==> config.mk <==
export PLATFORM = sky130hd
export DESIGN_NAME = rmat_queue
export DESIGN_NICKNAME = d
export VERILOG_FILES = /design/src/rtl/rmat_pkg.sv /design/src/rtl/rmat_queue.sv
export SDC_FILE = /design/constraint.sdc
export NUM_CORES = 1
export LEC_CHECK = 0
export ABC_AREA = 1
export BUFFER_PORTS_ARGS = -buffer_cell sky130_fd_sc_hd__buf_2
export CAP_MARGIN = 20
export CORE_MARGIN = 2
export CORE_UTILIZATION = 41
export CTS_BUF_LIST = sky130_fd_sc_hd__clkbuf_8 sky130_fd_sc_hd__clkbuf_16
export DETAILED_ROUTE_END_ITERATION = 10
export PLACE_DENSITY = 0.68
export SYNTH_ARGS = -nofsm -noshare
export SYNTH_HDL_FRONTEND = slang
export SYNTH_SLANG_ARGS = --single-unit
==> constraint.sdc <==
create_clock -name clk -period 7.6 [get_ports clk]
set_clock_uncertainty 0.2 [all_clocks]
set_input_delay 2.28 -clock clk [delete_from_list [all_inputs] [get_ports clk]]
set_output_delay 2.28 -clock clk [all_outputs]
set_load 0.01 [all_outputs]
==> src/rtl/rmat_pkg.sv <==
// Shared widths, register indexes, edge kinds and the queued edge type.
`timescale 1ns / 1ps
package rmat_pkg;

  // Field widths fixed by the interface
  localparam int FRAC_W     = 32;
  localparam int PROB_W     = 33;
  localparam int LEVELS_W   = 5;
  localparam int SPATIAL_W  = 21;
  localparam int OUT_W      = 20;
  localparam int KIND_W     = 3;
  localparam int CFG_IDX_W  = 3;
  localparam int CFG_DATA_W = 33;
  localparam int AB_W       = PROB_W + 1;
  localparam int ABC_W      = PROB_W + 2;

  // Edge queue between front and back
  localparam int QUEUE_DEPTH = 2;

  typedef logic [CFG_IDX_W-1:0] cfg_idx_t;
  typedef logic [KIND_W-1:0]    kind_t;

  // Register indexes
  localparam cfg_idx_t CFG_PROB_A  = 3'd0;
  localparam cfg_idx_t CFG_PROB_B  = 3'd1;
  localparam cfg_idx_t CFG_PROB_C  = 3'd2;
  localparam cfg_idx_t CFG_LEVELS  = 3'd3;
  localparam cfg_idx_t CFG_SPATIAL = 3'd4;

  // Edge kinds
  localparam kind_t KIND_FRIEND  = 3'd0;
  localparam kind_t KIND_VISIT   = 3'd2;
  localparam kind_t KIND_VISITED = 3'd4;
  localparam kind_t KIND_SIMILAR = 3'd6;

  // Register reset values, with the threshold sums they imply
  localparam logic [PROB_W-1:0]    PROB_A_RST  = 33'd2448131359;
  localparam logic [PROB_W-1:0]    PROB_B_RST  = 33'd816043786;
  localparam logic [PROB_W-1:0]    PROB_C_RST  = 33'd816043786;
  localparam logic [AB_W-1:0]      AB_RST      = 34'd3264175145;
  localparam logic [ABC_W-1:0]     ABC_RST     = 35'd4080218931;
  localparam logic [LEVELS_W-1:0]  LEVELS_RST  = 5'd20;
  localparam logic [SPATIAL_W-1:0] SPATIAL_RST = 21'd524288;

  // One finished, non-looping edge
  typedef struct packed {
    logic [OUT_W-1:0] src;
    logic [OUT_W-1:0] dst;
    logic             src_sp;
    logic             dst_sp;
  } edge_t;

  // Kind of an entry from the spatial flags of its two endpoints
  function automatic kind_t kind_of(input logic s_sp, input logic d_sp);
    kind_t k;
    if (s_sp) begin
      k = d_sp ? KIND_SIMILAR : KIND_VISITED;
    end else begin
      k = d_sp ? KIND_VISIT : KIND_FRIEND;
    end
    return k;
  endfunction

endpackage

==> src/rtl/rmat_queue.sv <==
// Short edge queue between the front end and the entry emitter.
`timescale 1ns / 1ps
module rmat_queue import rmat_pkg::*; (
  input  logic  clk,
  input  logic  rst_n,
  input  logic  push,
  input  edge_t push_data,
  output logic  full,
  input  logic  pop,
  output edge_t head,
  output logic  empty
);

  localparam int PTR_W = (QUEUE_DEPTH > 1) ? $clog2(QUEUE_DEPTH) : 1;
  localparam int CNT_W = $clog2(QUEUE_DEPTH + 1);

  edge_t            slot_r [QUEUE_DEPTH];
  logic [PTR_W-1:0] wr_ptr_r, wr_ptr_nxt;
  logic [PTR_W-1:0] rd_ptr_r, rd_ptr_nxt;
  logic [CNT_W-1:0] cnt_r, cnt_nxt;

  assign full  = cnt_r == CNT_W'(QUEUE_DEPTH);
  assign empty = cnt_r == '0;
  assign head  = slot_r[rd_ptr_r];

  // Advance pointers with wrap at the queue depth
  always_comb begin
    wr_ptr_nxt = wr_ptr_r;
    rd_ptr_nxt = rd_ptr_r;
    cnt_nxt    = cnt_r;
    if (push) begin
      wr_ptr_nxt = (wr_ptr_r == PTR_W'(QUEUE_DEPTH - 1)) ? '0 : wr_ptr_r + PTR_W'(1);
    end
    if (pop) begin
      rd_ptr_nxt = (rd_ptr_r == PTR_W'(QUEUE_DEPTH - 1)) ? '0 : rd_ptr_r + PTR_W'(1);
    end
    if (push && !pop) begin
      cnt_nxt = cnt_r + CNT_W'(1);
    end else if (pop && !push) begin
      cnt_nxt = cnt_r - CNT_W'(1);
    end
  end

  always_ff @(posedge clk) begin
    if (!rst_n) begin
      wr_ptr_r <= '0;
      rd_ptr_r <= '0;
      cnt_r    <= '0;
    end else begin
      wr_ptr_r <= wr_ptr_nxt;
      rd_ptr_r <= rd_ptr_nxt;
      cnt_r    <= cnt_nxt;
    end
  end

  // Store the pushed edge
  always_ff @(posedge clk) begin
    if (push) begin
      slot_r[wr_ptr_r] <= push_data;
    end
  end

endmodule

==> impl_metrics.json <==
{
  "cp_data_required_time_ns": 5.12,
  "ctsHoldBuffers": 0,
  "cts_max_level": 3,
  "cts_resized": 0,
  "io_pins": 90,
  "intPower_uw": 774,
  "critPathCaptureType": "primary output",
  "cts_tree": "built",
  "num_rows": 33,
  "num_antenna_cells": 0,
  "worstSetupPathType": "register to primary output",
  "power.switching_uw": 221,
  "insertion_delay_ns": 0.34,
  "pwr_density_cell_nw_per_um2": 239,
  "core_um2": 8220,
  "final_nets": 310,
  "port-buffer-count": 89,
  "numCtsBuffers": 9,
  "grt_pass1_wl_mm": 7.94,
  "gp_congestion": 0.656,
  "setup_tns_ns": 0,
  "outcome": "complete, no violations",
  "cts_setup_buffers": 0,
  "ir_worst_vdd_mv": 0.132,
  "arrival_ns": 1.81,
  "die_height_um": 95.9,
  "globalRouteMet1Util_pct": 13.8,
  "synthesis.instances": 166,
  "clkTransAtPathRegs_ns": 0.08,
  "use_met2_pct": 20.3,
  "min_path_cells": 2,
  "finalPower_uw": 996,
  "grt_usage_pct": 11.9,
  "grt_busiest_layer": "met2",
  "yosys-top-cells-area": "edfxtp_1, mux2_4, dfxtp_1",
  "ys_types": 14,
  "period_needed_ns": 4.29,
  "cts_max_path_buffers": 2,
  "netlist_area_um2": 3460,
  "reg2reg_slack_ns": 5.76,
  "crit_fanout": 42,
  "p_seq_share_pct": 57.6,
  "ys_seq_area_share_pct": 75.7,
  "cts.sinks": 89,
  "overflow": 0,
  "p_clk_share_pct": 31.1,
  "drtIter0Drc": 54,
  "start_util_pct": 42.2,
  "drtPass1Iterations": 4,
  "regArea_um2": 2620,
  "reg2reg_depth": 2,
  "syn_avg_cell_area_um2": 20.9,
  "finalSetupViolCount": 0,
  "hold_violations": 0,
  "yosysTopAreaCell": "edfxtp_1",
  "die_area_um2": 9200,
  "vias": 1727,
  "comb_power_share_pct": 11.3,
  "p_leak_uw": 0.00168,
  "grt_pass1_vias": 1707,
  "rsz0062_at_grt": "no",
  "antenna_found_initial": 0,
  "die_w_um": 95.9,
  "drt_wl_total_mm": 5.24,
  "grt_max_degree": 43,
  "ant_nets": 0,
  "met3_usage_pct": 4.54,
  "start_kind": "register",
  "fmax_ghz": 0.233,
  "drcViolationCount": 0,
  "drv_cap": 0,
  "slew_violations": 0,
  "viasPerCell": 4.63,
  "max_slew_margin_pct": 37.0,
  "worst_slew_pin_slew_ns": 0.944,
  "fill_cells": 694,
  "area_growth_pct": 20.3,
  "cts_root_buf": "clkbuf_8",
  "wl_per_cell_um": 14.0,
  "ys_seq_elements": 89,
  "holdWs_ns": 0.311,
  "multi_input_area_um2": 728,
  "synth_nets": 213,
  "hp-class": "register to register",
  "dp.final_hpwl_mm": 3.35,
  "switching_share_pct": 22.2,
  "fin_crit_sh_pct": 56.5,
  "ys_warn_count": 0,
  "yosys.area.top_type_share_pct": 72.8,
  "drive_gt1_share_pct": 56.3
}
==> layout make-up <==
class | instances | share of cell area, %
Sequential cell | 89 | 63.0
Multi-Input combinational cell | 64 | 17.5
Timing Repair Buffer | 91 | 11.0
Tap cell | 105 | 3.15
Clock buffer | 9 | 2.97
Clock inverter | 7 | 1.68
Inverter | 8 | 0.721
==> sequential cells by signal (all words and copies together) (netlist names), named ones only <==
register and cells:
slot_r 84, rd_ptr_r 1, wr_ptr_r 1, cnt_r 2
==> critical path, stage by stage, from the launching register on <==
cell and delay (ns):
dfxtp_2 0.31, buf_4 0.60, mux2_2 0.42, buf_2 0.14
==> power groups by stage <==
stage                     clock network, uW  logic, uW  registers (uW)
after floorplan                           0       77.1             583
after global placement                    0        113             583
after detailed placement                  0        115             585
after CTS                               320        116             573
after global routing                    340        124             575
final                                   310        113             573
==> Yosys cell counts, drive strengths merged <==
cell     n
nand4    1
nand2    8
mux2    42
ha       1
nor2     9
dfxtp    5
o21ai    1
nand3    1
edfxtp  84
buf      5
inv      8
a21oi    1
==> logic make-up (layout without fill, tap and decap cells) <==
logic type | Yosys count | after routing | synth area share (%)
flip-flops | 89 | 89 | 75.7
multiplexers | 42 | 42 | 18.0
AND/OR/NAND/NOR | 19 | 19 | 2.17
buffers and inverters | 13 | 115 | 3.50
AO/OA/AOI/OAI | 2 | 2 | 0.289
adder cells (fa/ha/maj) | 1 | 1 | 0.361
==> per-layer routing <==
| metal | vias to the layer above | part of all wire (%) |
|---|---|---|
| met1 | 844 | 41 |
| met2 | 57 | 51 |
| li1 | 819 | - |
| met3 | 7 | 6.8 |
| met4 | 0 | 1.4 |
| met5 | - | 0 |
==> cell usage in the layout (no fill, tap or decap), drive strengths merged, types with 2 or more instances in the layout <==
master / synthesis / layout
nand2: 8 / 8
nor2: 9 / 9
clkinvlp: 0 / 3
dfxtp: 5 / 5
mux2: 42 / 42
edfxtp: 84 / 84
inv: 8 / 9
clkinv: 0 / 2
clkbuf: 0 / 9
buf: 5 / 91
==> path summary, 6_finish.rpt <==
path | to | from
worst max-delay path | head[22] | register
worst min-delay path | register | rd_ptr_r$_SDFFE_PN0P_
worst max register to register | slot_r[0][33]$_DFFE_PP_ | wr_ptr_r$_SDFFE_PN0P_
worst min register to register | register | rd_ptr_r$_SDFFE_PN0P_
==> per-stage QoR <==
stage,instance area (um^2),std cells,worst slack [ns],utilization [%]
6_report,4170,373,3.31,50.7
5_1_grt,4170,373,3.19,50.7
4_1_cts,4170,373,3.25,50.7
3_5_place_dp,3970,357,3.59,48.4
3_3_place_gp,3970,357,3.63,48.4
2_1_floorplan,3460,166,2.87,-
Note: power is estimated with default switching activity, not from simulation.
